`src/rtl/qdh_pkg.sv`:
```
package qdh_pkg;

  localparam int LONG_CLAMP = 20;
  localparam int MAX_ID_BYTES_DEF = 20;
  localparam int LONG_ID_START = 6;
  localparam logic [4:0] SHORT_LEN_RESET = 5'd16;
  localparam logic [4:0] POS_MAX = 5'd31;
  localparam logic [2:0] LONG_PREFIX_LAST = 3'd4;
  localparam logic [63:0] FNV_BASIS = 64'd14695981039346656037;
  localparam logic [63:0] FNV_PRIME = 64'd1099511628211;

  typedef struct packed {
    logic [4:0] len;
    logic       long_hdr;
    logic       zero_fill;
  } summary_t;

  // multiply by the prime 2^40 + 0x1b3 as shifts and adds
  function automatic logic [63:0] fnv_step(input logic [63:0] h, input logic [7:0] v);
    logic [63:0] x;
    x = h ^ {56'd0, v};
    return x + (x << 1) + (x << 4) + (x << 5) + (x << 7) + (x << 8) + (x << 40);
  endfunction

endpackage

```
`src/rtl/qdh_if.sv`:
```
interface qdh_in_if;
  logic       valid;
  logic       ready;
  logic [7:0] packet_byte;
  logic       end_of_packet;
  modport source (output valid, output packet_byte, output end_of_packet, input ready);
  modport sink (input valid, input packet_byte, input end_of_packet, output ready);
endinterface

interface qdh_out_if;
  logic        valid;
  logic        ready;
  logic [7:0]  id_byte;
  logic        byte_present;
  logic [4:0]  id_length;
  logic        long_form;
  logic [63:0] id_hash;
  logic        last_of_run;
  modport source (output valid, output id_byte, output byte_present, output id_length,
                  output long_form, output id_hash, output last_of_run, input ready);
  modport sink (input valid, input id_byte, input byte_present, input id_length,
                input long_form, input id_hash, input last_of_run, output ready);
endinterface

interface qdh_cfg_if;
  logic       valid;
  logic       ready;
  logic [4:0] short_id_length;
  modport source (output valid, output short_id_length, input ready);
  modport sink (input valid, input short_id_length, output ready);
endinterface

```
`src/rtl/quic_dcid_extract_and_hash.sv`:
```
// channel  dir  beat contents
// cfg      in   short_id_length
// pkt      in   packet_byte, end_of_packet
// id       out  id_byte, byte_present, id_length, long_form, id_hash, last_of_run
//
// one packet byte per cycle while collecting; the id bytes go to a one-port-read ram
// at packet end a run starts: one beat per id byte, or a single empty beat for length 0;
// each beat reads the ram (registered read) then hashes and loads the output register
// pkt.ready is low during the run; the next packet starts while the last beat waits
// reset sets short_id_length to 16; the ram needs no clearing
// a stalled output beat holds the run in place
module quic_dcid_extract_and_hash #(
  parameter int MAX_ID_BYTES = qdh_pkg::MAX_ID_BYTES_DEF
) (
  input logic       clk,
  input logic       rst,
  qdh_cfg_if.sink   cfg,
  qdh_in_if.sink    pkt,
  qdh_out_if.source id
);
  import qdh_pkg::*;

  localparam int ADDR_W = (MAX_ID_BYTES > 1) ? $clog2(MAX_ID_BYTES) : 1;

  logic              busy;
  logic              start;
  summary_t          summ;
  logic              we;
  logic [ADDR_W-1:0] waddr;
  logic [7:0]        wdata;
  logic [ADDR_W-1:0] raddr;
  logic [7:0]        rdata;

  qdh_parse #(.MAX_ID_BYTES(MAX_ID_BYTES)) u_parse (
    .clk   (clk),
    .rst   (rst),
    .cfg   (cfg),
    .pkt   (pkt),
    .busy  (busy),
    .start (start),
    .summ  (summ),
    .we    (we),
    .waddr (waddr),
    .wdata (wdata)
  );

  qdh_ram #(.WIDTH(8), .DEPTH(MAX_ID_BYTES)) u_store (
    .clk   (clk),
    .we    (we),
    .waddr (waddr),
    .wdata (wdata),
    .raddr (raddr),
    .rdata (rdata)
  );

  qdh_emit #(.MAX_ID_BYTES(MAX_ID_BYTES)) u_emit (
    .clk   (clk),
    .rst   (rst),
    .start (start),
    .summ  (summ),
    .busy  (busy),
    .raddr (raddr),
    .rdata (rdata),
    .id    (id)
  );

endmodule

```
`src/rtl/qdh_ram.sv`:
```
module qdh_ram #(
  parameter int WIDTH = 8,
  parameter int DEPTH = 20
) (
  input  logic                                     clk,
  input  logic                                     we,
  input  logic [((DEPTH > 1) ? $clog2(DEPTH) : 1)-1:0] waddr,
  input  logic [WIDTH-1:0]                         wdata,
  input  logic [((DEPTH > 1) ? $clog2(DEPTH) : 1)-1:0] raddr,
  output logic [WIDTH-1:0]                         rdata
);

  logic [WIDTH-1:0] mem [DEPTH];

  always_ff @(posedge clk) begin
    if (we) begin
      mem[waddr] <= wdata;
    end
    rdata <= mem[raddr];
  end

endmodule

```
`src/rtl/qdh_parse.sv`:
```
module qdh_parse #(
  parameter int MAX_ID_BYTES = 20,
  localparam int ADDR_W = (MAX_ID_BYTES > 1) ? $clog2(MAX_ID_BYTES) : 1
) (
  input  logic                clk,
  input  logic                rst,
  qdh_cfg_if.sink             cfg,
  qdh_in_if.sink              pkt,
  input  logic                busy,
  output logic                start,
  output qdh_pkg::summary_t   summ,
  output logic                we,
  output logic [ADDR_W-1:0]   waddr,
  output logic [7:0]          wdata
);
  import qdh_pkg::*;

  localparam int CAP = (MAX_ID_BYTES < LONG_CLAMP) ? MAX_ID_BYTES : LONG_CLAMP;
  localparam logic [4:0] CAP5 = 5'(CAP);
  localparam logic [4:0] START5 = 5'(LONG_ID_START);
  localparam logic [5:0] START6 = 6'(LONG_ID_START);

  logic       [4:0] short_len;
  logic       [4:0] pos;
  logic             top;
  logic       [4:0] declared;

  logic             accept;
  logic             top_eff;
  logic       [4:0] decl_eff;
  logic       [4:0] clamp_b;
  logic       [4:0] pos_m1;
  logic       [4:0] pos_m6;
  logic       [4:0] wsel;
  logic       [5:0] n;
  logic       [4:0] slen;

  assign cfg.ready = 1'b1;
  assign pkt.ready = !busy;
  assign accept = pkt.valid && pkt.ready;

  assign clamp_b = (pkt.packet_byte > 8'(CAP)) ? CAP5 : pkt.packet_byte[4:0];
  assign top_eff = (pos == 5'd0) ? pkt.packet_byte[7] : top;
  assign decl_eff = (pos == START5 - 5'd1) ? clamp_b : declared;
  assign pos_m1 = pos - 5'd1;
  assign pos_m6 = pos - START5;

  // id store writes
  always_comb begin
    we = 1'b0;
    wsel = pos_m1;
    if (accept) begin
      if (top) begin
        if (pos >= 5'd1 && pos <= 5'(LONG_PREFIX_LAST) && pos_m1 < CAP5) begin
          we = 1'b1;
        end else if (pos >= START5 && pos_m6 < CAP5) begin
          we = 1'b1;
          wsel = pos_m6;
        end
      end else if (pos >= 5'd1 && pos_m1 < CAP5) begin
        we = 1'b1;
      end
    end
  end

  assign waddr = wsel[ADDR_W-1:0];
  assign wdata = pkt.packet_byte;

  // end of packet summary
  assign n = {1'b0, pos} + 6'd1;
  assign slen = (short_len > CAP5) ? CAP5 : short_len;

  always_comb begin
    summ.long_hdr = top_eff && (n >= START6);
    summ.zero_fill = 1'b0;
    if (summ.long_hdr) begin
      summ.len = (n >= START6 + {1'b0, decl_eff}) ? decl_eff : 5'd0;
    end else begin
      summ.len = slen;
      summ.zero_fill = n < (6'd1 + {1'b0, slen});
    end
  end

  assign start = accept && pkt.end_of_packet;

  always_ff @(posedge clk) begin
    if (rst) begin
      short_len <= SHORT_LEN_RESET;
      pos <= 5'd0;
      top <= 1'b0;
      declared <= 5'd0;
    end else begin
      if (cfg.valid && cfg.ready) begin
        short_len <= cfg.short_id_length;
      end
      if (accept) begin
        if (pkt.end_of_packet) begin
          pos <= 5'd0;
          top <= 1'b0;
          declared <= 5'd0;
        end else begin
          pos <= (pos == POS_MAX) ? POS_MAX : pos + 5'd1;
          top <= top_eff;
          declared <= decl_eff;
        end
      end
    end
  end

endmodule

```
`src/rtl/qdh_emit.sv`:
```
module qdh_emit #(
  parameter int MAX_ID_BYTES = 20,
  localparam int ADDR_W = (MAX_ID_BYTES > 1) ? $clog2(MAX_ID_BYTES) : 1
) (
  input  logic                clk,
  input  logic                rst,
  input  logic                start,
  input  qdh_pkg::summary_t   summ,
  output logic                busy,
  output logic [ADDR_W-1:0]   raddr,
  input  logic [7:0]          rdata,
  qdh_out_if.source           id
);
  import qdh_pkg::*;

  typedef enum logic [2:0] {
    S_IDLE = 3'b001,
    S_READ = 3'b010,
    S_LOAD = 3'b100
  } state_t;

  state_t      state;
  summary_t    cur;
  logic [4:0]  idx;
  logic [63:0] hash;

  logic        out_valid;
  logic [7:0]  out_byte;
  logic        out_present;
  logic [4:0]  out_len;
  logic        out_long;
  logic [63:0] out_hash;
  logic        out_last;

  logic        free;
  logic        load;
  logic [7:0]  v;
  logic [63:0] hash_next;
  logic        last;

  assign busy = (state != S_IDLE);
  assign raddr = idx[ADDR_W-1:0];
  assign free = !out_valid || id.ready;
  assign load = (state == S_LOAD) && free;
  assign v = cur.zero_fill ? 8'd0 : rdata;
  assign hash_next = fnv_step(hash, v);
  assign last = (idx + 5'd1 == cur.len);

  assign id.valid = out_valid;
  assign id.id_byte = out_byte;
  assign id.byte_present = out_present;
  assign id.id_length = out_len;
  assign id.long_form = out_long;
  assign id.id_hash = out_hash;
  assign id.last_of_run = out_last;

  always_ff @(posedge clk) begin
    if (rst) begin
      state <= S_IDLE;
      out_valid <= 1'b0;
    end else begin
      if (load) begin
        out_valid <= 1'b1;
      end else if (id.ready) begin
        out_valid <= 1'b0;
      end
      case (state)
        S_IDLE: begin
          if (start) begin
            state <= S_READ;
          end
        end
        S_READ: begin
          state <= S_LOAD;
        end
        S_LOAD: begin
          if (free) begin
            state <= (cur.len == 5'd0 || last) ? S_IDLE : S_READ;
          end
        end
        default: begin
          state <= S_IDLE;
        end
      endcase
    end
  end

  // run bookkeeping and output beat payload
  always_ff @(posedge clk) begin
    if (state == S_IDLE && start) begin
      cur <= summ;
      idx <= 5'd0;
      hash <= FNV_BASIS;
    end
    if (load) begin
      out_long <= cur.long_hdr;
      if (cur.len == 5'd0) begin
        out_byte <= 8'd0;
        out_present <= 1'b0;
        out_len <= 5'd0;
        out_hash <= FNV_BASIS;
        out_last <= 1'b1;
      end else begin
        out_byte <= v;
        out_present <= 1'b1;
        out_len <= last ? cur.len : 5'd0;
        out_hash <= last ? hash_next : 64'd0;
        out_last <= last;
        hash <= hash_next;
        idx <= idx + 5'd1;
      end
    end
  end

endmodule

```
`src/flat_wrapper.sv`:
```
// flat-port wrapper written by rule: the top's interface ports become plain ports
module quic_dcid_extract_and_hash_flat import qdh_pkg::*;
#(
  parameter int MAX_ID_BYTES = qdh_pkg::MAX_ID_BYTES_DEF
)
  (clk, rst, cfg_valid, cfg_short_id_length, cfg_ready, pkt_valid, pkt_packet_byte, pkt_end_of_packet, pkt_ready, id_valid, id_id_byte, id_byte_present, id_id_length, id_long_form, id_id_hash, id_last_of_run, id_ready);
  qdh_cfg_if cfg_i ();
  qdh_in_if pkt_i ();
  qdh_out_if id_i ();
  input logic clk;
  input logic rst;
  input wire logic [$bits(cfg_i.valid)-1:0] cfg_valid;
  input wire logic [$bits(cfg_i.short_id_length)-1:0] cfg_short_id_length;
  output wire logic [$bits(cfg_i.ready)-1:0] cfg_ready;
  input wire logic [$bits(pkt_i.valid)-1:0] pkt_valid;
  input wire logic [$bits(pkt_i.packet_byte)-1:0] pkt_packet_byte;
  input wire logic [$bits(pkt_i.end_of_packet)-1:0] pkt_end_of_packet;
  output wire logic [$bits(pkt_i.ready)-1:0] pkt_ready;
  output wire logic [$bits(id_i.valid)-1:0] id_valid;
  output wire logic [$bits(id_i.id_byte)-1:0] id_id_byte;
  output wire logic [$bits(id_i.byte_present)-1:0] id_byte_present;
  output wire logic [$bits(id_i.id_length)-1:0] id_id_length;
  output wire logic [$bits(id_i.long_form)-1:0] id_long_form;
  output wire logic [$bits(id_i.id_hash)-1:0] id_id_hash;
  output wire logic [$bits(id_i.last_of_run)-1:0] id_last_of_run;
  input wire logic [$bits(id_i.ready)-1:0] id_ready;
  assign cfg_i.valid = cfg_valid;
  assign cfg_i.short_id_length = cfg_short_id_length;
  assign cfg_ready = cfg_i.ready;
  assign pkt_i.valid = pkt_valid;
  assign pkt_i.packet_byte = pkt_packet_byte;
  assign pkt_i.end_of_packet = pkt_end_of_packet;
  assign pkt_ready = pkt_i.ready;
  assign id_valid = id_i.valid;
  assign id_id_byte = id_i.id_byte;
  assign id_byte_present = id_i.byte_present;
  assign id_id_length = id_i.id_length;
  assign id_long_form = id_i.long_form;
  assign id_id_hash = id_i.id_hash;
  assign id_last_of_run = id_i.last_of_run;
  assign id_i.ready = id_ready;
  quic_dcid_extract_and_hash #(.MAX_ID_BYTES(MAX_ID_BYTES)) u_core (.clk(clk), .rst(rst), .cfg(cfg_i), .pkt(pkt_i), .id(id_i));
endmodule
```
`config.mk`:
```
export PLATFORM = sky130hd
export DESIGN_NAME = quic_dcid_extract_and_hash_flat
export DESIGN_NICKNAME = d
export VERILOG_FILES = /design/src/rtl/qdh_pkg.sv /design/src/rtl/qdh_if.sv /design/src/rtl/quic_dcid_extract_and_hash.sv /design/src/rtl/qdh_ram.sv /design/src/rtl/qdh_parse.sv /design/src/rtl/qdh_emit.sv /design/src/flat_wrapper.sv
export SDC_FILE = /design/constraint.sdc
export NUM_CORES = 1
export LEC_CHECK = 0
export BUFFER_PORTS_ARGS = -buffer_cell sky130_fd_sc_hd__buf_4
export CAP_MARGIN = 40
export CORE_AREA = 4 4 250 252
export DETAILED_ROUTE_END_ITERATION = 8
export DIE_AREA = 0 0 254 256
export GPL_ROUTABILITY_DRIVEN = 0
export GPL_TIMING_DRIVEN = 0
export HOLD_SLACK_MARGIN = 0.15
export PLACE_DENSITY = 0.59
export SYNTH_ARGS = -nofsm -noshare
export SYNTH_HDL_FRONTEND = slang
export SYNTH_SLANG_ARGS = --single-unit
```
`constraint.sdc`:
```
create_clock -name clk -period 7 [get_ports clk]
set_input_delay 0.7 -clock clk [delete_from_list [all_inputs] [get_ports clk]]
set_output_delay 0.7 -clock clk [all_outputs]
set_load 0.02 [all_outputs]
```
## Yosys cells after proc, flatten, opt, wreduce, memory -nomap -nowiden

Memories as Yosys holds them, arrays and structs flattened. A register that Yosys moved wholly into a read port is not among the register bits.
Cells that the tools add are included.

| operators by class | value |
|---|---|
| bitwise logic cells | 2 |
| $lt $le $gt $ge | 10 |
| reductions and logical operators | 18 |
| eq/ne operators | 9 |
| $add $sub $neg | 13 |
| muxes and demuxes | 36 |

Operators by type and width:

| operator | count |
|---|---|
| adder 64 bit | 6 |
| 2-to-1 mux 64 bit | 4 |
| 2-to-1 mux 5 bit | 15 |
| bitwise XOR 64 x 8 -> 64 bit | 1 |
| 2-to-1 mux 1 bit | 12 |
| adder 5 x 1 -> 5 bit (second input constant) | 2 |
| logical NOT 5 bit | 2 |
| less-than comparator 5 bit (second input constant) | 2 |
| logical AND 1 bit | 9 |
| case mux 3 bit (3 select lines) | 1 |
| > comparator 8 x 5 -> 1 bit (second input constant) | 1 |
| 2-to-1 mux 8 bit | 1 |
| adder 1 x 5 -> 6 bit (first input constant) | 1 |
| adder 3 x 5 -> 6 bit (first input constant) | 1 |
| adder 5 x 1 -> 6 bit (second input constant) | 1 |
| >= comparator 6 x 3 -> 1 bit (second input constant) | 1 |
| >= comparator 6 bit | 1 |
| less-than comparator 6 bit | 1 |
| 2-to-1 mux 3 bit | 2 |
| == test 5 x 3 -> 1 bit (second input constant) | 1 |
| == test 5 bit | 1 |
| == test 5 bit (second input constant) | 1 |
| >= comparator 5 x 1 -> 1 bit (second input constant) | 1 |
| >= comparator 5 x 3 -> 1 bit (second input constant) | 1 |
| other kinds (16) | 19 |

| word-level totals | value |
|---|---|
| bits in registers | 176 |
| word-level logic and storage cells | 107 |
| bits in writable memories | 160 |
| input bits | 19 |
| memories kept | 1 |
| output and inout bits | 83 |

Memory list:

| name | words | bits a word | rd ports | clocked after memory_dff | wr ports | line | source |
|---|---|---|---|---|---|---|---|
| u_core.u_store.mem | 20 | 8 | 1 | 1 | 1 | qdh_ram.sv:13 | `logic [WIDTH-1:0] mem [DEPTH];` |

## Depth between registers and ports, before layout

Gate-level depths: netlist of the first run.

| depth | value |
|---|---|
| word-level depth | 10 |
| mapped depth | 22 |
| gate-level depth less buffers | 22 |

## Cells and area by module

Synthesis of the first run repeated with hierarchy kept, for this count alone.

| unflattened totals | value |
|---|---|
| cells, all modules | 2216 |
| area total of the unflattened synthesis | 24523.5 µm² |

By module, submodules not included:

| module | cells an instance | area an instance (µm²) | times used |
|---|---|---|---|
| qdh_emit | 1677 | 16305.6 | 1 |
| qdh_ram | 308 | 6482.5 | 1 |
| qdh_parse | 231 | 1735.4 | 1 |

## Worst setup path before layout of the first run

Ideal clock, no wire load.

| timing | value |
|---|---|
| path kind | register -> register |
| start point | reg u_core.u_emit.cur[0] in the netlist's numbering |
| end point | reg u_core.u_emit.out_hash[62] (netlist: u_core.u_emit.id.id_hash[62]), data pin |
| arrival time | 5.268 ns |
| period minus slack after synthesis | 5.539 ns |
| stages on the path, launching flop included | 20 |
| setup slack | 1.461 ns |
| buffers on the path | 0 |
| data required time | 6.729 ns |
| path through | edfxtp_1 > nand2b_1 > xor2_1 > clkinv_1 > fa_1 > fa_1 > inv_1 > fa_1 > fa_1 > inv_1 > ha_1 > and3_1 > and2_1 > a221oi_1 > o211ai_1 > o31ai_1 > nand2_1 > o31a_1 > xnor2_1 > o21ai_0 |

| between the ends | value |
|---|---|
| longest elaborated chain between the ends | 9 |

RTL lines:

| element | line | source |
|---|---|---|
| from (decl) | qdh_emit.sv:23 | `summary_t cur;` |
| from (signal assigned) | qdh_emit.sv:91 | `cur <= summ;` |
| 2-to-1 mux 8 bit * | qdh_emit.sv:45 | `assign v = cur.zero_fill ? 8'd0 : rdata;` |
| bitwise XOR 64 x 8 -> 64 bit * | qdh_pkg.sv:21 | `x = h ^ {56'd0, v};` |
| adder 64 bit (5 in series) | qdh_pkg.sv:22 | `return x + (x << 1) + (x << 4) + (x << 5) + (x << 7) + (x << 8) + (x << 40);` |
| adder 64 bit * | qdh_pkg.sv:22 |  |
| 2-to-1 mux 64 bit * | qdh_emit.sv:107 | `out_hash <= last ? hash_next : 64'd0;` |
| to (signal assigned) | qdh_emit.sv:107 |  |
| to (decl) | qdh_emit.sv:32 | `logic [63:0] out_hash;` |

Every way passes the cells marked *; elsewhere a longest branch is shown, timed or not.
A chain may end at the register's enable or synchronous reset.

## Worst setup path in the final report of the first run

Ends and elaborated chain as after synthesis.

==> metrics.md, run 1 <==
| Metric | Value |
|---|---|
| Rows | `90` |
| Count leader, synth | `inv_1` |
| Detailed Route WL | `62820 um` |
| Least-Margin Pin Slew | `0.8962 ns` |
| Die area | `approximately 0.065 mm2` |
| Met3 usage | `3.353%` |
| Worst setup path category | `reg -> reg` |
| Share of post-route cells with drive strength above 1 | `11.08%` |
| Vias per inst | `5.285` |
| Post-synthesis mux area share | `under 10%` |
| WHS Endpoint | `u_core.u_parse.short_len[4]$_SDFFE_PP1P_` |
| Switching power | `1521 uW` |
| CTS tree | `yes` |
| First-pass detailed-route iteration total | `6` |
| Worst rel slew slack | `about 40%` |
| Ports | `approximately 100` |
| Placed cell count | `3011` |
| Root buf cell | `clkbuf_16` |
| Post-synthesis compound-gate area fraction | `between 10% and 20%` |
| Gate power share | `17.4%` |
| Final Hold Viols | `0` |
| Clk_lat worst skew | `0.60 ns` |
| Max cap viols | `0` |
| RSZ-0062 raised after global routing | `no` |
| Final setup viols | `0` |
| Fin crit period | `6.577 ns` |
| # H-tree levels | `2` |
| Yosys Warn Count | `0` |
| Cell Count, Final, Fillers Out | `3085` |
| Worst reg2reg path depth | `19` |
| Crit path cell chain | `nand2b_1 -> xor2_2 -> inv_1 -> fa_1 -> fa_1 -> inv_1 -> fa_1 -> fa_1 -> inv_1 -> ha_1 -> and3_1 -> and2_1 -> a221oi_2 -> o211ai_1 -> o31ai_1 -> nand2_1 -> o31a_1 -> xnor2_1 -> o21ai_0` |
| Ys flop type | `edfxtp_1` |
| Met2 GRT Util | `33.67%` |
| Via count | `16300` |
| DP Worst Slack | `-0.01356 ns` |
| Synth top area share | `a little under a third` |
| Distinct cells, synth | `72` |
| Initial antenna violation count | `2` |
| Clk sinks | `roughly 340` |
| Worst setup margin | `between 0.4 and 0.5 ns` |
| Power Density | `197.6 mW/mm2` |
| Core ar. | `0.06013 mm2` |
| RR Startpoint | `u_core.u_emit.cur[0]$_SDFFCE_PP0P_` |
| Async S/R FF share, synth | `0%` |
| Internal | `3850 uW` |
| GRT Resource Usage Total | `between 10% and 20%` |
| Post-CTS Hold Fix Bufs | `0` |
| Worst-path fanout max | `8` |
| Most Crowded Layer GR | `met2` |
| CP top delay family | `adder cells` |
| CP max-delay cell | `fa_1` |
| Clock power share | `41.8%` |
| EDFF count, synth | `247` |
| Worst path required time | `a little over 7 ns` |
| Total negative setup slack | `0 ns` |
| Area of the multi-input gates | `0.01281 mm2` |
| Synth Instances | `2118` |
| Placement Cell Area | `0.02571 mm2` |
| Hold path startpoint | `cfg_short_id_length[4]` |
| Syn-to-layout area delta | `14.02%` |
| Die X-Extent | `about 250 um` |
| Hold path cells | `3` |
| Vias in the first global route | `17000` |
| Flops & latches, synth | `344` |
| Setup crit start | `u_core.u_emit.cur[0]$_SDFFCE_PP0P_` |
| WP data arrival | `6.83 ns` |
| Die height | `256 um` |
| Final nets | `2660` |
| Synth Cell Area | `0.02384 mm2` |
| Worst VDD drop | `0.2133 mV` |
| Crit start category | `flip-flop` |
| CTS clk-pin slew, worst paths | `0.06 ns` |
| Final Cell Area | `approximately 0.027 mm2` |
| Clock Skews | `0.05743 ns` |
| Layout fillers | `5599` |
| Buf/Inv on CP | `3` |
| Flop-to-flop setup slack | `0.42 ns` |
| Largest net degree at the start of global routing | `33` |
| DRC | `0` |
| Initial DRC count | `1082` |
| Fmax | `0.1520 GHz` |
| Slew Limit Fails | `0` |
| Top cells by count, synth | `inv_1 (387), edfxtp_1 (247), fa_1 (240)` |
| Largest family of logic cells by synthesized area | `adder cells` |
| Drt wl/cell | `slightly above 20 um` |
| Final core occ | `45.21%` |
| Longest Clk Path Bufs | `3` |
| Met1 global-route usage | `25.33%` |
| First-pass GRT wire length | `98130 um` |
| TritonCTS Buffers | `40` |
| Placed wire-length estimate | `50020 um` |
| Reg2reg end | `u_core.u_emit.id.id_hash[62]$_SDFFCE_PN1P_` |
| Flop pwr share | `40.8%` |
| Number of I/O port buffers | `97` |
| Initial Utilization | `39.65%` |
| GRT overflow | `0` |
| Synth area leader | `edfxtp_1` |
| Post-Synth Adder-Cell Area | `26.92%` |
| Xor/xnor share of the synthesized area | `3.925%` |
| Tcrit/Tclk final | `93.96%` |
| Status | `completed` |
| Ranking of synthesized cells by area | `edfxtp_1 (31%), fa_1 (20%), dfxtp_1 (8.1%)` |
| CP Capture Type | `flip-flop` |
| Net Sw Frac | `~28%` |
| Worst Hold Class | `in -> reg` |
| Register area share after synthesis | `just under 40%` |
| Slowest Stage Delay on Critical Path | `0.54 ns` |
| Leak | `between 0.01 and 0.015 uW` |
| Setup Fix Bufs, Post-CTS | `0` |
| Synth Area in Simple Gates | `7.221%` |
| Post_cts resized | `1` |
| Worst path depth | `19` |
| CP most frequent cell | `fa_1` |
| Antenna-violating nets left | `0` |
| Register area | `0.009359 mm2` |
| Syn Area/Cell | `about 11 um2` |
## per-layer routing
metal	wire, um	up-vias
met5	0	-
met4	1699	0
met3	3782	99
met2	31590	476
met1	25750	8246
li1	-	7483
## cell usage in the layout, fill, tap and decap left out, drive strengths merged, types with 6 or more instances in the layout
| cell | synthesis | layout |
|---|---|---|
| nand2b | 23 | 23 |
| dfxtp | 97 | 97 |
| bufinv | 0 | 7 |
| o22ai | 29 | 29 |
| a22oi | 28 | 28 |
| nor2b | 12 | 12 |
| ha | 129 | 129 |
| nand3 | 27 | 27 |
| fa | 240 | 240 |
| nor2 | 152 | 152 |
| xor2 | 35 | 35 |
| nor3 | 24 | 24 |
| mux2i | 6 | 6 |
| inv | 388 | 389 |
| o21a | 6 | 6 |
| xnor2 | 71 | 71 |
| o21bai | 10 | 10 |
| mux2 | 9 | 9 |
| mux4 | 48 | 48 |
| and2 | 8 | 8 |
| edfxtp | 247 | 247 |
| a21oi | 118 | 118 |
| nand2 | 90 | 90 |
| nand4 | 16 | 16 |
| o21ai | 121 | 121 |
| a21o | 19 | 19 |
| buf | 12 | 123 |
| and3 | 11 | 11 |
| a31oi | 9 | 9 |
| o31ai | 8 | 8 |
| clkinv | 1 | 12 |
| clkbuf | 56 | 107 |
## how the worst max path moves through the flow
| stage | endpoint |
|---|---|
| 3_3_place_gp | u_core.u_emit.hash[12]$_DFF_P_ |
| 4_1_cts | u_core.u_emit.id.id_hash[62]$_SDFFCE_PN1P_ |
| 6_report | u_core.u_emit.id.id_hash[62]$_SDFFCE_PN1P_ |
| 5_1_grt | u_core.u_emit.id.id_hash[62]$_SDFFCE_PN1P_ |
| 3_5_place_dp | u_core.u_emit.id.id_hash[62]$_SDFFCE_PN1P_ |
| 2_1_floorplan | u_core.u_emit.id.id_hash[62]$_SDFFCE_PN1P_ |
## flip-flops by register name, summed over array words and instances, names as in the netlist
register and cells:
u_core.u_emit.id.last_of_run 1, u_core.u_emit.id.id_hash 64, u_core.u_emit.state 3, u_core.u_parse.pos 5, u_core.u_emit.cur 7, u_core.u_store.mem 160, u_core.u_emit.id.long_form 1, u_core.u_parse.declared 5
u_core.u_emit.id.id_length 5, u_core.u_store.rdata 8, u_core.u_parse.top 1, u_core.u_emit.id.byte_present 1, u_core.u_emit.id.valid 1, u_core.u_emit.raddr 5, u_core.u_emit.hash 64, u_core.u_emit.id.id_byte 8
u_core.u_parse.short_len 5
## area by class of cell
| class | instances | area share [%] |
|---|---|---|
| clock inverter | 21 | 1.325 |
| inverter | 389 | 5.376 |
| multi-input combinational | 1318 | 47.13 |
| antenna | 1 | 0.009205 |
| sequential | 344 | 34.43 |
| buffer | 68 | 0.9987 |
| tap | 782 | 3.599 |
| clock buffer | 51 | 3.871 |
| timing repair buffer | 111 | 3.268 |
## tightest hold or removal path, cell delays in order
cell	delay [ns]
buf_4	0.08
nand2_1	0.04
o211ai_1	0.06
## power groups by stage
| stage | Clock (uW) | Sequential (uW) | Combinational (uW) |
|---|---|---|---|
| 2_1_floorplan | 0 | 2230 | 636 |
| 3_3_place_gp | 0 | 2230 | 911 |
| 3_5_place_dp | 0 | 2230 | 923 |
| 4_1_cts | 2290 | 2190 | 932 |
| 5_1_grt | 2370 | 2190 | 1030 |
| 6_report | 2240 | 2190 | 937 |
## cell families (layout without fill, tap and decap cells)
logic type / after synthesis / after routing
buf+inv: 457 / 640
compound gates: 399 / 399
simple gates: 379 / 379
fa+ha+maj: 369 / 369
flops: 344 / 344
xor+xnor: 106 / 106
mux: 63 / 63
other cells: 1 / 3
## through the flow
step	hold WS (ns)	total power (uW)
4_1_cts	0.3347	5411
3_3_place_gp	0.4150	3146
6_report	0.3685	5371
2_1_floorplan	0.4003	2868
5_1_grt	0.3595	5597
3_5_place_dp	0.4072	3157
Power figures use the tool's default switching activity.
==> run 2: changes to the inputs <==
--- a/config.mk
+++ b/config.mk
@@ -5,15 +5,15 @@
 export SDC_FILE = /design/constraint.sdc
 export NUM_CORES = 1
 export LEC_CHECK = 0
-export BUFFER_PORTS_ARGS = -buffer_cell sky130_fd_sc_hd__buf_4
 export CAP_MARGIN = 40
 export CORE_AREA = 4 4 250 252
 export DETAILED_ROUTE_END_ITERATION = 8
 export DIE_AREA = 0 0 254 256
+export DONT_BUFFER_PORTS = 1
 export GPL_ROUTABILITY_DRIVEN = 0
 export GPL_TIMING_DRIVEN = 0
 export HOLD_SLACK_MARGIN = 0.15
-export PLACE_DENSITY = 0.59
+export PLACE_DENSITY = 0.58
 export SYNTH_ARGS = -nofsm -noshare
 export SYNTH_HDL_FRONTEND = slang
 export SYNTH_SLANG_ARGS = --single-unit
==> run 2 against run 1 <==
Clock power is 3% lower. Final cell count is 2.9% lower. Sequential power hardly changed. Critical path depth did not move. Highest routed layer unchanged.
==> metrics.md, run 2 (synthesis results as in run 1) <==
| Metric | Value |
|---|---|
| Status | `completed` |
| CTS clk-pin slew, worst paths | `0.06 ns` |
| Die X-Extent | `roughly 250 um` |
| Least-Margin Pin Slew | `0.9332 ns` |
| Slowest Stage Delay on Critical Path | `0.51 ns` |
| Hold path cells | `0` |
| Fin crit period | `between 6 and 7 ns` |
| Min Hold Slack | `0.1826 ns` |
| Final setup viols | `0` |
| First-pass GRT wire length | `roughly 100000 um` |
| Share of post-route cells with drive strength above 1 | `about 7.3%` |
| Tcrit/Tclk final | `95.27%` |
| Antenna-violating nets left | `0` |
| Worst VDD drop | `0.1750 mV` |
| Flop-to-flop setup slack | `0.33 ns` |
| Vias per inst | `5.317` |
| Clk sinks | `approximately 340` |
| Core ar. | `between 0.06 and 0.07 mm2` |
| Area of the multi-input gates | `0.01279 mm2` |
| Most frequent cells in the layout | `inv_1 (387), edfxtp_1 (247), fa_1 (240)` |
| Vias in the first global route | `16590` |
| Initial Utilization | `between 30% and 40%` |
| Commonest non-fill, non-tap cell in the layout | `inv_1` |
| Drt wl/cell | `21.03 um` |
| Die height | `256 um` |
| Reg2reg end | `u_core.u_emit.id.id_hash[62]$_SDFFCE_PN1P_` |
| Layout fillers | `5735` |
| RR Startpoint | `u_core.u_emit.cur[0]$_SDFFCE_PP0P_` |
| Worst setup path category | `reg -> reg` |
| Register with the most flip-flops | `u_core.u_store.mem` |
| Rows | `90` |
| Worst path required time | `7.29 ns` |
| # H-tree levels | `2` |
| Worst-path fanout max | `8` |
| Worst rel slew slack | `roughly 38%` |
| Hold path startpoint | `pkt_packet_byte[0]` |
| Clk_lat worst skew | `~0.61 ns` |
| Final Hold Viols | `0` |
| WP data arrival | `6.96 ns` |
| CP Capture Type | `flip-flop` |
| Largest register FFs | `160` |
| CTS tree | `yes` |
| CP most frequent cell | `fa_1` |
| Setup Fix Bufs, Post-CTS | `0` |
| CP max-delay cell | `fa_1` |
| Ports | `102` |
| Initial DRC count | `1176` |
| Register area | `0.009359 mm2` |
| Via count | `15930` |
| WHS Endpoint | `u_core.u_store.mem[4][0]$_DFFE_PP_` |
| Placed cell count | `2916` |
| GRT overflow | `0` |
| Power Density | `199.6 mW/mm2` |
| GRT Resource Usage Total | `19.52%` |
| Final nets | `between 2000 and 3000` |
| Leak | `0.01067 uW` |
| Crit start category | `flip-flop` |
| Slew Limit Fails | `0` |
| Initial antenna violation count | `2` |
| Longest Clk Path Bufs | `3` |
| RSZ-0062 raised after global routing | `no` |
| Clock Skews | `slightly below 0.04 ns` |
| Largest net degree at the start of global routing | `35` |
| Syn-to-layout area delta | `10.86%` |
| Worst reg2reg path depth | `19` |
| Fmax | `0.1499 GHz` |
| Worst Hold Class | `in -> reg` |
| Detailed Route WL | `63010 um` |
| TritonCTS Buffers | `42` |
| Die area | `0.06502 mm2` |
| Ant diodes | `0` |
| Placed wire-length estimate | `49740 um` |
| DRC | `0` |
| Number of I/O port buffers | `0` |
| Max cap viols | `0` |
| First-pass detailed-route iteration total | `5` |
| Crit path cell chain | `nand2b_1 -> xor2_1 -> inv_2 -> fa_1 -> fa_1 -> inv_1 -> fa_1 -> fa_1 -> inv_1 -> ha_1 -> and3_1 -> and2_1 -> a221oi_1 -> o211ai_1 -> o31ai_1 -> nand2_1 -> o31a_1 -> xnor2_1 -> o21ai_0` |
| Cell Count, Final, Fillers Out | `2996` |
| Root buf cell | `clkbuf_16` |
| Final core occ | `between 40 and 50%` |
| Total negative setup slack | `0 ns` |
-- run 2: changes by cell type in the layout (fill, tap and decap cells not counted), sizes merged --
| cell | change |
|---|---|
| clkbuf | +4 |
| bufinv | -5 |
| clkinvlp | -2 |
| diode | -1 |
| inv | +2 |
| buf | -94 |
| dlygate4sd3 | +1 |
| clkinv | +6 |
-- run 2: how the worst max path moves through the flow --
stage | start | endpoint | slack, ns | cells after the start
CTS | u_core.u_emit.cur[0]$_SDFFCE_PP0P_ | u_core.u_emit.id.id_hash[62]$_SDFFCE_PN1P_ | 0.07 | 19
detailed placement | u_core.u_emit.cur[0]$_SDFFCE_PP0P_ | u_core.u_emit.id.id_hash[62]$_SDFFCE_PN1P_ | 0.13 | 19
finish | u_core.u_emit.cur[0]$_SDFFCE_PP0P_ | u_core.u_emit.id.id_hash[62]$_SDFFCE_PN1P_ | 0.33 | 19
global route | u_core.u_emit.cur[0]$_SDFFCE_PP0P_ | u_core.u_emit.id.id_hash[60]$_SDFFCE_PP0P_ | 0.02 | 20
global placement | id_ready | u_core.u_emit.hash[50]$_DFF_P_ | -1.04 | 6
floorplan | u_core.u_emit.cur[0]$_SDFFCE_PP0P_ | u_core.u_emit.id.id_hash[62]$_SDFFCE_PN1P_ | 1.46 | 19
-- run 2: critical path, delay by kind of cell, from the launching register on --
| kind | cells | cell delay, ns |
|---|---|---|
| adders and majority gates | 5 | 2.33 |
| AOI/OAI and AO/OA | 5 | 1.53 |
| and+or+nand+nor | 4 | 0.92 |
| xor gates and xnor gates | 2 | 0.73 |
| DFF | 1 | 0.49 |
| buffers and inverters | 3 | 0.34 |
-- run 2: power by group --
part,leakage (uW),internal [uW],switching [uW]
Clock,0.000677,1250,933
Sequential,0.00303,2180,8.66
Combinational,0.00696,319,582
-- run 2: layer usage --
layer,share of wire [%],wire length (um),GRT usage [%],vias up
li1,-,-,-,7296
met1,42,26230,25.63,8036
met2,48,30330,32.04,491
met3,6.9,4324,4.654,107
met4,3.4,2113,6.263,0
met5,0,0,0,-
-- run 2: stage by stage --
step	setup WS, ns	total power (uW)	area, um2
2_1_floorplan	1.461	2868	23850
3_3_place_gp	-1.039	3118	24830
3_5_place_dp	0.1277	3125	25000
4_1_cts	0.07146	5331	26400
5_1_grt	0.02337	5505	26430
6_report	0.3311	5276	26430
-- run 2: layout make-up --
type / count / share of cell area, %
sequential: 344 / 35.41
tap: 782 / 3.702
clock buffer: 55 / 4.350
clock inverter: 22 / 0.8994
multi-input combinational: 1318 / 48.37
inverter: 389 / 5.524
buffer: 68 / 1.027
timing repair buffer: 18 / 0.7195
-- run 2: repair_timing --
action                                  CTS  global route
hold buffers                              1             0
endpoints found under the setup margin    0             5
gates resized for setup                   0             4
endpoints found under the hold margin     1             0
